File: src/sv/http_method_name_matcher_core_defines.svh
// ----------------------------------------------------------------------------
// http method name matcher: assertion macros
// shared property wrappers on clk_i with the active-low reset as disable
// ----------------------------------------------------------------------------
`ifndef HTTP_METHOD_NAME_MATCHER_CORE_DEFINES_SVH
`define HTTP_METHOD_NAME_MATCHER_CORE_DEFINES_SVH

// property must hold at every clock edge out of reset
`define HMNM_ASSERT(lbl, prop, msg) \
  lbl: assert property (@(posedge clk_i) disable iff (!rst_ni) (prop)) else $error(msg);

// condition must never be seen out of reset
`define HMNM_ASSERT_NEVER(lbl, cond, msg) \
  lbl: assert property (@(posedge clk_i) disable iff (!rst_ni) !(cond)) else $error(msg);

`endif

File: src/sv/hmnm_pkg.sv
// ----------------------------------------------------------------------------
// hmnm_pkg
// types, constants and verb table of the http method name matcher
// ----------------------------------------------------------------------------
package hmnm_pkg;

  // longest name that can still match: "webdav_" plus "proppatch"
  localparam int unsigned KeepLen    = 16;
  localparam int unsigned VerbCount  = 18;
  localparam int unsigned VerbMaxLen = 9;
  localparam int unsigned LenW       = 5;
  localparam int unsigned CodeW      = 5;
  localparam int unsigned HttpPreLen = 5;
  localparam int unsigned DavPreLen  = 7;

  typedef enum logic [CodeW-1:0] {
    M_GET       = 5'd0,
    M_POST      = 5'd1,
    M_PUT       = 5'd2,
    M_PATCH     = 5'd3,
    M_PROPFIND  = 5'd4,
    M_PROPPATCH = 5'd5,
    M_OPTIONS   = 5'd6,
    M_HEAD      = 5'd7,
    M_DELETE    = 5'd8,
    M_TRACE     = 5'd9,
    M_CONNECT   = 5'd10,
    M_COPY      = 5'd11,
    M_LINK      = 5'd12,
    M_LOCK      = 5'd13,
    M_UNLINK    = 5'd14,
    M_UNLOCK    = 5'd15,
    M_MOVE      = 5'd16,
    M_MKCOL     = 5'd17
  } method_e;

  typedef logic [KeepLen-1:0][7:0]    name_view_t;
  typedef logic [VerbMaxLen-1:0][7:0] verb_text_t;

  typedef struct packed {
    logic             found;
    logic [CodeW-1:0] code;
  } match_res_t;

  // ascii upper case to lower case, everything else unchanged
  function automatic logic [7:0] fold_case(input logic [7:0] c);
    logic [7:0] r;
    r = c;
    if (c >= "A" && c <= "Z") begin
      r = c + 8'h20;
    end
    return r;
  endfunction

  // right-justified string literal to a first-char-at-index-0 array
  function automatic verb_text_t str_text(input logic [8*VerbMaxLen-1:0] s,
                                          input int unsigned len);
    verb_text_t t;
    t = '0;
    for (int unsigned i = 0; i < VerbMaxLen; i++) begin
      if (i < len) begin
        t[i] = s[8*(len-1-i) +: 8];
      end
    end
    return t;
  endfunction

  function automatic logic [LenW-1:0] verb_len(input method_e m);
    logic [LenW-1:0] l;
    unique case (m)
      M_GET, M_PUT:                                         l = LenW'(3);
      M_POST, M_HEAD, M_COPY, M_LINK, M_LOCK, M_MOVE:       l = LenW'(4);
      M_PATCH, M_TRACE, M_MKCOL:                            l = LenW'(5);
      M_DELETE, M_UNLINK, M_UNLOCK:                         l = LenW'(6);
      M_OPTIONS, M_CONNECT:                                 l = LenW'(7);
      M_PROPFIND:                                           l = LenW'(8);
      M_PROPPATCH:                                          l = LenW'(9);
      default:                                              l = '0;
    endcase
    return l;
  endfunction

  function automatic verb_text_t verb_text(input method_e m);
    verb_text_t t;
    unique case (m)
      M_GET:       t = str_text("get", 3);
      M_POST:      t = str_text("post", 4);
      M_PUT:       t = str_text("put", 3);
      M_PATCH:     t = str_text("patch", 5);
      M_PROPFIND:  t = str_text("propfind", 8);
      M_PROPPATCH: t = str_text("proppatch", 9);
      M_OPTIONS:   t = str_text("options", 7);
      M_HEAD:      t = str_text("head", 4);
      M_DELETE:    t = str_text("delete", 6);
      M_TRACE:     t = str_text("trace", 5);
      M_CONNECT:   t = str_text("connect", 7);
      M_COPY:      t = str_text("copy", 4);
      M_LINK:      t = str_text("link", 4);
      M_LOCK:      t = str_text("lock", 4);
      M_UNLINK:    t = str_text("unlink", 6);
      M_UNLOCK:    t = str_text("unlock", 6);
      M_MOVE:      t = str_text("move", 4);
      M_MKCOL:     t = str_text("mkcol", 5);
      default:     t = '0;
    endcase
    return t;
  endfunction

endpackage

File: src/sv/hmnm_match.sv
// ----------------------------------------------------------------------------
// hmnm_match
// prefix strip and exact compare of a collected name against the verb table
// ----------------------------------------------------------------------------
module hmnm_match (
  input  hmnm_pkg::name_view_t        name_i,  // collected lower-case name
  input  logic [hmnm_pkg::LenW-1:0]   len_i,   // name length, clipped above KeepLen
  output hmnm_pkg::match_res_t        res_o
);

  logic                               is_http;
  logic                               is_dav;
  logic [hmnm_pkg::LenW-1:0]          start;
  logic [hmnm_pkg::LenW-1:0]          rem;
  hmnm_pkg::verb_text_t               tail;
  logic [hmnm_pkg::VerbCount-1:0]     hit;
  logic [hmnm_pkg::CodeW-1:0]         code;

  // prefix detection on the leading bytes
  always_comb begin
    is_http = (len_i >= hmnm_pkg::LenW'(hmnm_pkg::HttpPreLen)) &&
              (name_i[0] == "h") && (name_i[1] == "t") && (name_i[2] == "t") &&
              (name_i[3] == "p") && (name_i[4] == "_");
    is_dav  = (len_i >= hmnm_pkg::LenW'(hmnm_pkg::DavPreLen)) &&
              (name_i[0] == "w") && (name_i[1] == "e") && (name_i[2] == "b") &&
              (name_i[3] == "d") && (name_i[4] == "a") && (name_i[5] == "v") &&
              (name_i[6] == "_");
    if (is_http) begin
      start = hmnm_pkg::LenW'(hmnm_pkg::HttpPreLen);
    end else if (is_dav) begin
      start = hmnm_pkg::LenW'(hmnm_pkg::DavPreLen);
    end else begin
      start = '0;
    end
    rem = len_i - start;
  end

  // align the remainder after the prefix
  always_comb begin
    for (int unsigned i = 0; i < hmnm_pkg::VerbMaxLen; i++) begin
      if (is_http) begin
        tail[i] = name_i[i + hmnm_pkg::HttpPreLen];
      end else if (is_dav) begin
        tail[i] = name_i[i + hmnm_pkg::DavPreLen];
      end else begin
        tail[i] = name_i[i];
      end
    end
  end

  // one comparator per verb, length must agree exactly
  always_comb begin
    hmnm_pkg::verb_text_t txt;
    logic [hmnm_pkg::LenW-1:0] vlen;
    logic same;
    for (int unsigned v = 0; v < hmnm_pkg::VerbCount; v++) begin
      txt  = hmnm_pkg::verb_text(hmnm_pkg::method_e'(v));
      vlen = hmnm_pkg::verb_len(hmnm_pkg::method_e'(v));
      same = (rem == vlen);
      for (int unsigned i = 0; i < hmnm_pkg::VerbMaxLen; i++) begin
        if ((hmnm_pkg::LenW'(i) < vlen) && (tail[i] != txt[i])) begin
          same = 1'b0;
        end
      end
      hit[v] = same;
    end
  end

  // verbs are distinct so at most one hit: or the codes together
  always_comb begin
    code = '0;
    for (int unsigned v = 0; v < hmnm_pkg::VerbCount; v++) begin
      if (hit[v]) begin
        code = code | hmnm_pkg::CodeW'(v);
      end
    end
    res_o.found = |hit;
    res_o.code  = code;
  end

endmodule

File: src/sv/http_method_name_matcher_core.sv
// ----------------------------------------------------------------------------
// http_method_name_matcher_core
// streaming recogniser of http and webdav method names
// ----------------------------------------------------------------------------
// A method name enters one character per beat, tlast on its final character.
// Letters are folded to lower case, a zero byte ends collection, and at most
// MAX_NAME_LEN characters count towards the name. On the tlast beat one
// leading "http_" or else "webdav_" is stripped and the rest is matched
// exactly against get, post, put, patch, propfind, proppatch, options, head,
// delete, trace, connect, copy, link, lock, unlink, unlock, move and mkcol
// (codes 0 to 17 in that order). One result beat follows each tlast beat,
// carrying found and the code (code 0 when not found). A beat is taken every
// cycle while the input does not stall; a tlast beat passes the input register,
// then the compare, and its result waits in the result register until taken.
// Input stalls only when a finished result is still waiting downstream.
// ----------------------------------------------------------------------------
`include "http_method_name_matcher_core_defines.svh"

module http_method_name_matcher_core #(
  parameter int unsigned MAX_NAME_LEN = 19
) (
  input  logic       clk_i,
  input  logic       rst_ni,
  input  logic       s_axis_tvalid,
  output logic       s_axis_tready,
  input  logic [7:0] s_axis_tdata,   // [7:0] char_byte
  input  logic       s_axis_tlast,   // last_char
  output logic       m_axis_tvalid,
  input  logic       m_axis_tready,
  output logic [7:0] m_axis_tdata    // [0] found, [5:1] method_code, [7:6] zero
);

  localparam int unsigned CntW = $clog2(MAX_NAME_LEN + 1);

  logic                        s1_valid_q;
  logic [7:0]                  s1_char_q;
  logic                        s1_last_q;
  logic                        s1_adv;
  logic                        out_free;

  hmnm_pkg::name_view_t        buf_q;
  hmnm_pkg::name_view_t        view;
  logic [CntW-1:0]             cnt_q;
  logic [CntW-1:0]             cnt_d;
  logic                        term_q;
  logic                        term_d;
  logic                        store;
  logic                        wr;
  logic                        nul;
  logic [7:0]                  fc;
  logic [hmnm_pkg::LenW-1:0]   len_clip;

  hmnm_pkg::match_res_t        match;
  logic                        out_valid_q;
  hmnm_pkg::match_res_t        out_res_q;

  // handshake: a non-last beat always drains, a last beat needs the result slot
  assign out_free      = !out_valid_q || m_axis_tready;
  assign s1_adv        = s1_valid_q && (!s1_last_q || out_free);
  assign s_axis_tready = !s1_valid_q || s1_adv;

  // input register
  always_ff @(posedge clk_i or negedge rst_ni) begin
    if (!rst_ni) begin
      s1_valid_q <= 1'b0;
    end else if (s_axis_tready) begin
      s1_valid_q <= s_axis_tvalid;
    end
  end

  always_ff @(posedge clk_i) begin
    if (s_axis_tready && s_axis_tvalid) begin
      s1_char_q <= s_axis_tdata;
      s1_last_q <= s_axis_tlast;
    end
  end

  // character collection with the current beat folded in
  always_comb begin
    fc    = hmnm_pkg::fold_case(s1_char_q);
    nul   = !term_q && (s1_char_q == 8'h00);
    store = !term_q && (s1_char_q != 8'h00) && (cnt_q < CntW'(MAX_NAME_LEN));
    wr    = store && (cnt_q < CntW'(hmnm_pkg::KeepLen));
    for (int unsigned i = 0; i < hmnm_pkg::KeepLen; i++) begin
      view[i] = (wr && (cnt_q == CntW'(i))) ? fc : buf_q[i];
    end
    cnt_d    = cnt_q + CntW'(store);
    term_d   = term_q || nul;
    len_clip = (cnt_d > CntW'(hmnm_pkg::KeepLen)) ?
               hmnm_pkg::LenW'(hmnm_pkg::KeepLen + 1) : hmnm_pkg::LenW'(cnt_d);
  end

  // name buffer, entries past the count are never looked at
  always_ff @(posedge clk_i) begin
    if (s1_adv) begin
      buf_q <= view;
    end
  end

  // count and terminator flag, cleared at the end of every name
  always_ff @(posedge clk_i or negedge rst_ni) begin
    if (!rst_ni) begin
      cnt_q  <= '0;
      term_q <= 1'b0;
    end else if (s1_adv) begin
      if (s1_last_q) begin
        cnt_q  <= '0;
        term_q <= 1'b0;
      end else begin
        cnt_q  <= cnt_d;
        term_q <= term_d;
      end
    end
  end

  hmnm_match u_match (
    .name_i (view),
    .len_i  (len_clip),
    .res_o  (match)
  );

  // result register
  always_ff @(posedge clk_i or negedge rst_ni) begin
    if (!rst_ni) begin
      out_valid_q <= 1'b0;
    end else if (s1_adv && s1_last_q) begin
      out_valid_q <= 1'b1;
    end else if (m_axis_tready) begin
      out_valid_q <= 1'b0;
    end
  end

  always_ff @(posedge clk_i) begin
    if (s1_adv && s1_last_q) begin
      out_res_q <= match;
    end
  end

  assign m_axis_tvalid = out_valid_q;
  assign m_axis_tdata  = {2'b00, out_res_q.code, out_res_q.found};

  // checks
  `HMNM_ASSERT(a_cnt_bound, cnt_q <= CntW'(MAX_NAME_LEN), "name count past its limit")
  `HMNM_ASSERT(a_name_clear, (s1_adv && s1_last_q) |=> (cnt_q == '0 && !term_q),
               "name state not cleared after last beat")
  `HMNM_ASSERT_NEVER(a_code_zero, out_valid_q && !out_res_q.found && out_res_q.code != '0,
                     "non-zero code on a miss")
  `HMNM_ASSERT_NEVER(a_code_range,
                     out_valid_q && out_res_q.code >= hmnm_pkg::CodeW'(hmnm_pkg::VerbCount),
                     "method code out of range")

endmodule
File: config.mk
export PLATFORM = sky130hd
export DESIGN_NAME = http_method_name_matcher_core
export DESIGN_NICKNAME = d
export VERILOG_FILES = /design/src/sv/hmnm_pkg.sv /design/src/sv/hmnm_match.sv /design/src/sv/http_method_name_matcher_core.sv
export VERILOG_INCLUDE_DIRS = /design/src /design/src/sv
export SDC_FILE = /design/constraint.sdc
export NUM_CORES = 1
export LEC_CHECK = 0
export ABC_AREA = 1
export BUFFER_PORTS_ARGS = -buffer_cell sky130_fd_sc_hd__buf_2
export CORE_MARGIN = 8
export CORE_UTILIZATION = 48
export DETAILED_ROUTE_END_ITERATION = 10
export PLACE_DENSITY = 0.64
export RECOVER_POWER = 50
export SLEW_MARGIN = 15
export SYNTH_ARGS = -nofsm -noshare
export SYNTH_HDL_FRONTEND = slang
export SYNTH_SLANG_ARGS = --single-unit
File: constraint.sdc
create_clock -name clk_i -period 6.32 [get_ports clk_i]
set_clock_uncertainty 0.2 [all_clocks]
set_input_delay 0.948 -clock clk_i [delete_from_list [all_inputs] [get_ports clk_i]]
set_output_delay 0.948 -clock clk_i [all_outputs]
set_load 0.02 [all_outputs]
-- After elaboration in Yosys (flattened, before gate mapping)
Index checks and enable logic that the tools add are counted.
- $lt $le $gt $ge: 7
- add/subtract/negate cells: 3
- eq/ne operators: 93
- reduce and logical (&&, ||, !) cells: 50
- muxes and demuxes: 148
- operator list (kind ; count):
    8-bit by 7-bit inequality test with 1-bit output, second input constant ; 59
    8-bit two-way mux ; 35
    8-bit by 7-bit equality test with 1-bit output, second input constant ; 12
    1-bit two-way mux ; 94
    5-bit by 4-bit equality test with 1-bit output, second input constant ; 10
    5-bit by 3-bit equality test with 1-bit output, second input constant ; 8
    1-bit logical AND ; 36
    4-bit two-way mux ; 8
    3-bit two-way mux ; 6
    18-bit OR reduction ; 1
    5-bit by 2-bit equality test with 1-bit output, second input constant ; 3
    5-bit two-way mux ; 3
    5-bit by 3-bit >= comparator with 1-bit output, second input constant ; 2
    5-bit < comparator, second input constant ; 2
    8-bit by 6-bit adder with 8-bit output, second input constant ; 1
    8-bit by 7-bit >= comparator with 1-bit output, second input constant ; 1
    8-bit by 7-bit <= comparator with 1-bit output, second input constant ; 1
    8-bit logical NOT ; 1
    8-bit nonzero test ; 1
    5-bit by 1-bit adder with 5-bit output ; 1
    5-bit by 1-bit equality test with 1-bit output, second input constant ; 1
    5-bit greater-than comparator, second input constant ; 1
    5-bit logical NOT ; 1
    5-bit by 3-bit subtractor with 5-bit output ; 1
    5 further kinds ; 12
- flip-flop bits (word level): 151
- output and inout bits: 10
- input bits: 13

-- Depth between registers and ports, before layout
- word-level depth: 39
- depth in mapped cells: 37
- gate-level depth less buffers: 36

-- Hierarchy
A second synthesis with hierarchy kept.
- cells, all modules: 1594
- area, all modules: 11133.2 µm²
- modules (own cells, without submodules) (module ; instances ; sequential area each (µm²) ; cells an instance ; area an instance (µm²)):
    http_method_name_matcher_core ; 1 ; 4494.3 ; 619 ; 6844.1
    hmnm_match ; 1 ; 0.0 ; 975 ; 4289.1

-- Least setup slack after synthesis
No wires, ideal clock.
- kind: input -> register
- start: in m_axis_tready
- end: reg buf_q[0] (netlist name) (enable)
- arrival time: 3.600 ns
- path slack: 1.260 ns
- path buffers: 0
- cell stages on the path: 4
- cells stage by stage: nor2_1 > nand2_1 > nand2_1 > clkinv_1
- cells in the longest elaborated chain, start to end: 3
- RTL lines (element ; RTL line ; text):
    start, declared ; http_method_name_matcher_core.sv:29 ; input logic m_axis_tready,
    1-bit logical OR ; http_method_name_matcher_core.sv:58 ; assign out_free = !out_valid_q || m_axis_tready;
    1-bit logical OR ; http_method_name_matcher_core.sv:59 ; assign s1_adv = s1_valid_q && (!s1_last_q || out_free);
    1-bit logical AND ; http_method_name_matcher_core.sv:59 ;
    via s1_adv ; http_method_name_matcher_core.sv:38 ; logic s1_adv;
    end signal, assigned ; http_method_name_matcher_core.sv:96 ; buf_q <= view;
    end, declared ; http_method_name_matcher_core.sv:41 ; hmnm_pkg::name_view_t buf_q;
The timed path passes the listed nets, and every way through them passes these cells.
A chain may end at the register's enable or synchronous reset.

-- Worst setup path in the final report
- start: reg s1_char_q[5]
- end: reg out_res_q (netlist bit m_axis_tdata[2]) (data pin)
- cells in the longest elaborated chain, start to end: 37
- elaborated cells on any way between the ends: 174
- classes of those cells: 3 x add/sub; 5 x order compare; 49 x eq/ne; 86 x mux; 31 x reduce/logical
- RTL lines (element ; RTL line ; text):
    start, declared ; http_method_name_matcher_core.sv:36 ; logic [7:0] s1_char_q;
    start signal, assigned ; http_method_name_matcher_core.sv:73 ; s1_char_q <= s_axis_tdata;
    8-bit nonzero test ; http_method_name_matcher_core.sv:82 ; store = !term_q && (s1_char_q != 8'h00) && (cnt_q < CntW'(MAX_NAME_LEN));
    1-bit logical AND (2 in series) ; http_method_name_matcher_core.sv:82 ;
    5-bit by 1-bit adder with 5-bit output or 1-bit logical AND (tied branches) ; http_method_name_matcher_core.sv:87, http_method_name_matcher_core.sv:83 ;
    5-bit greater-than comparator or 1-bit logical AND (tied branches) ; http_method_name_matcher_core.sv:89, http_method_name_matcher_core.sv:85 ;
    5-bit two-way mux or 8-bit two-way mux (tied branches) ; http_method_name_matcher_core.sv:89, http_method_name_matcher_core.sv:85 ;
    5-bit by 3-bit >= comparator with 1-bit output or 8-bit by 7-bit equality test with 1-bit output (tied branches) ; hmnm_match.sv:24, hmnm_match.sv:25 ;
    1-bit logical AND ; hmnm_match.sv:24 ; is_dav = (len_i >= hmnm_pkg::LenW'(hmnm_pkg::DavPreLen)) &&
    1-bit logical AND (3 in series) ; hmnm_match.sv:25 ; (name_i[0] == "w") && (name_i[1] == "e") && (name_i[2] == "b") &&
    [5 not listed] ; - ;
    5-bit by 3-bit subtractor with 5-bit output ; hmnm_match.sv:35 ; rem = len_i - start;
    5-bit by 3-bit equality test with 1-bit output ; hmnm_match.sv:59 ; same = (rem == vlen);
    1-bit two-way mux (5 in series) ; hmnm_match.sv:61 ; if ((hmnm_pkg::LenW'(i) < vlen) && (tail[i] != txt[i])) begin
    2-bit two-way mux ; hmnm_match.sv:73 ; if (hit[v]) begin
    3-bit two-way mux (4 in series) ; hmnm_match.sv:73 ;
    4-bit two-way mux (7 in series) ; hmnm_match.sv:73 ;
    4-bit two-way mux (*) ; hmnm_match.sv:73 ;
    5-bit two-way mux (*) ; hmnm_match.sv:73 ;
    end signal, assigned ; http_method_name_matcher_core.sv:135 ; out_res_q <= match;
    end, declared ; http_method_name_matcher_core.sv:55 ; hmnm_pkg::match_res_t out_res_q;
Every way passes the cells marked *; elsewhere a longest branch is shown, timed or not.

==> results.sh <==
export IMPL_dieWidth_um=169
export IMPL_rows=56
export IMPL_postCtsSetupRepairBufs=0
export IMPL_ioPinCount=23
export IMPL_grt_start_max_net_pins=55
export IMPL_outcome="finished with violations"
export IMPL_timing_reg2reg_worst_path_depth=26
export IMPL_drive_above_1_share_pct=5.85
export IMPL_finalSetupTns_ns=0
export IMPL_antenna_found_initial=1
export IMPL_drv_slew=107
export IMPL_crit_fanout=18
export IMPL_postRouteAntennaNets=0
export IMPL_cp_slowest_stage_delay_ns=0.71
export IMPL_fmax_ghz=0.170
export IMPL_cts_made_buffers=17
export IMPL_multi_input_area_um2=5700
export IMPL_critPathLaunchType="flip-flop"
export IMPL_slew_headroom_pct=-109
export IMPL_clkLatencyLatePin_ns=0.44
export IMPL_ys_seq_area_share_pct=39.9
export IMPL_ys_async_sr_fraction_pct=5.30
export IMPL_cp_top_family="simple AND/OR/NAND/NOR gates"
export IMPL_cts_buffer_depth=2
export IMPL_drt_wl_total_um=43500
export IMPL_grt_usage_pct=30.6
export IMPL_worstMarginPinSlew_ns=3.14
export IMPL_post_place_ws_ns=0.609
export IMPL_cts_resized_gates=0
export IMPL_regArea_um2=4490
export IMPL_holdWs_ns=0.196
export IMPL_critical_path_class="flip-flop to flip-flop"
export IMPL_drtIter0Drc=1820
export IMPL_cts_root_buffer="clkbuf_16"
export IMPL_wl_per_cell_um=21.3
export IMPL_via_per_inst=5.72
export IMPL_reg2reg_to="m_axis_tdata[2]"
export IMPL_cts_tree="yes"
export IMPL_synthFlopType="edfxtp_1"
export IMPL_worst_path_buf_inv=3
export IMPL_fin_total_pwr_mw=3.86
export IMPL_setup_ws_ns=0.441
export IMPL_yosysUniqueCellTypes=39
export IMPL_ys_ff_latch=151
export IMPL_cp_end_kind="flip-flop"
export IMPL_hold_violations=0
export IMPL_syn_to_final_growth_pct=8.39
export IMPL_max_cap_viol_count=3
export IMPL_core_area_um2=23300
export IMPL_final_cell_mix="nand2_1, nor2_1, nand3_1"
export IMPL_fin_crit_sh_pct=93.0
export IMPL_drc=0
export IMPL_cts_htree_levels=4
export IMPL_worstPathArrival_ns=5.99
export IMPL_fillers=2443
export IMPL_r2r_slack_ns=0.44
export IMPL_p_leak_nw=5.53
export IMPL_powerDensity_nw_per_um2=317
export IMPL_start_util_pct=48.4
export IMPL_rsz0062_at_grt="no"
export IMPL_ys_warnings_count=0
export IMPL_setup_viol=0
export IMPL_synthCells=1707
export IMPL_syn_area_per_cell_um2=6.59
export IMPL_hpwl_um=33000
export IMPL_grt_pass1_vias=10905
export IMPL_synth_edf_count=143
export IMPL_violations="max-capacitance violations, max-slew violations"
export IMPL_dieArea_um2=28600
export IMPL_num_vias=11702
export IMPL_post_route_util_pct=52.4
export IMPL_nets=1732
export IMPL_firstDrtPassIters=6
export IMPL_grt_first_pass_wirelength_um=66000
export IMPL_crit_start="s1_char_q[5]"
export IMPL_cp_slowest_cell="o21ai_0"
export IMPL_path_clk_slew_ns=0.07
export IMPL_irDropWorstVdd_v=0.000167
export IMPL_cts_sinks=151
export IMPL_n_antenna_cell=0
export IMPL_hold_class="primary input to asynchronous set/reset pin"
export IMPL_layout_commonest_cell="nand2_1"
export IMPL_timing_final_crit_period_ns=5.88
export IMPL_grt_overflow=0
export IMPL_crit_required_ns=6.43
export IMPL_die_h_um=169
export IMPL_cts_hold_buf=0
export IMPL_synthesis_area_um2=11300
export IMPL_place_congestion=1.02
export IMPL_portBuffers=20
export IMPL_cpMostUsedCell="nand2_1"
export IMPL_worstReg2RegStart="s1_char_q[5]"
-- Yosys cell counts (3+ instances only) --
master	instances	area (um2)
o21a_1	10	75.1
o21ai_0	86	430
o22ai_1	5	31.3
edfxtp_1	143	4290
clkbuf_1	17	63.8
nor4_1	3	18.8
nand2_1	541	2030
nor3_1	10	50.1
nor2_1	283	1060
o21bai_1	5	37.5
or2_2	13	81.3
clkinv_1	4	15.0
a21oi_1	17	85.1
o21ai_1	9	45.0
a31oi_1	8	50.1
nor2_2	9	56.3
nor2_4	4	45.0
dfrtp_1	8	200
ha_1	6	75.1
buf_2	31	155
nand3b_1	11	82.6
nand4_1	16	100
buf_4	10	75.1
nand3_1	243	1220
inv_1	199	747
-- metrics by stage --
| step | cell area (um2) | cells |
|---|---|---|
| 2_1_floorplan | 11300 | 1708 |
| 3_3_place_gp | 11700 | 2013 |
| 3_5_place_dp | 11700 | 2013 |
| 4_1_cts | 12200 | 2045 |
| 5_1_grt | 12200 | 2045 |
| 6_report | 12200 | 2045 |
-- state kept, by name, summed over array words and instances (netlist names) --
register,flops
buf_q,128
s1_char_q,8
m_axis_tdata,6
cnt_q,5
m_axis_tvalid,1
s1_last_q,1
s1_valid_q,1
term_q,1
-- routing by layer --
layer | wire length, um | up-vias | GRT usage [%]
met3 | 5000 | 148 | 7.21
met2 | 18400 | 738 | 45.8
met5 | 9 | - | 0
met1 | 18000 | 5287 | 41.3
met4 | 2160 | 2 | 14.1
li1 | - | 5527 | -
-- how the worst max path moves through the flow --
stage | cells past startpoint | endpoint | slack (ns)
after CTS | 30 | m_axis_tdata[2] | 0.57
after floorplan | 4 | buf_q[0] | 1.26
final | 26 | m_axis_tdata[2] | 0.44
after global routing | 31 | m_axis_tdata[0] | 0.13
after detailed placement | 30 | m_axis_tdata[2] | 0.61
after global placement | 26 | m_axis_tdata[2] | 0.58
-- worst reg2reg max path, stage by stage, from the launching register on --
cell and delay (ns):
edfxtp_1 0.44, inv_1 0.30, nand2_1 0.09, nor2_1 0.13
nand2_1 0.06, nand2_1 0.06, nand2_1 0.08, nand2_1 0.27
nand2_1 0.48, o21ai_0 0.71, nand3_1 0.14, nor2_1 0.12
nand2_1 0.06, nor2_1 0.16, nand3_1 0.18, nand2_1 0.31
inv_2 0.18, ha_1 0.36, inv_1 0.07, nor2_1 0.08
nand3_1 0.10, nand3_1 0.18, nand3_1 0.10, nor3_1 0.45
nand3_1 0.20, and3_1 0.19, nand2_1 0.06
-- layout make-up --
cell class | instances | share of cell area, %
well taps | 319 | 3.27
clock inverters | 14 | 1.09
flip-flops and latches | 151 | 36.8
repair buffers | 46 | 2.27
clock buffers | 18 | 3.52
inverters | 205 | 6.32
multi-input cells | 1292 | 46.7
-- logic make-up (layout without fill, tap and decap cells) --
kind of cell             Yosys count  count (layout)  synth area share (%)
other                              1               2                0.0333
AND/OR/NAND/NOR                 1142            1142                  42.9
adder cells (fa/ha/maj)            6               6                 0.667
AO/OA/AOI/OAI                    140             140                  6.70
buffers and inverters            265             283                  9.59
flip-flops                       151             151                  39.9
XOR/XNOR                           2               2                 0.156
-- report_power, final --
part / switching (mW) / leakage, nW / internal [mW]
combinational: 1.14 / 3.76 / 0.369
sequential: 0.0556 / 1.50 / 1.28
clock: 0.494 / 0.276 / 0.523
total: 1.69 / 5.53 / 2.18
No activity file was read; power rests on OpenSTA's default activity.
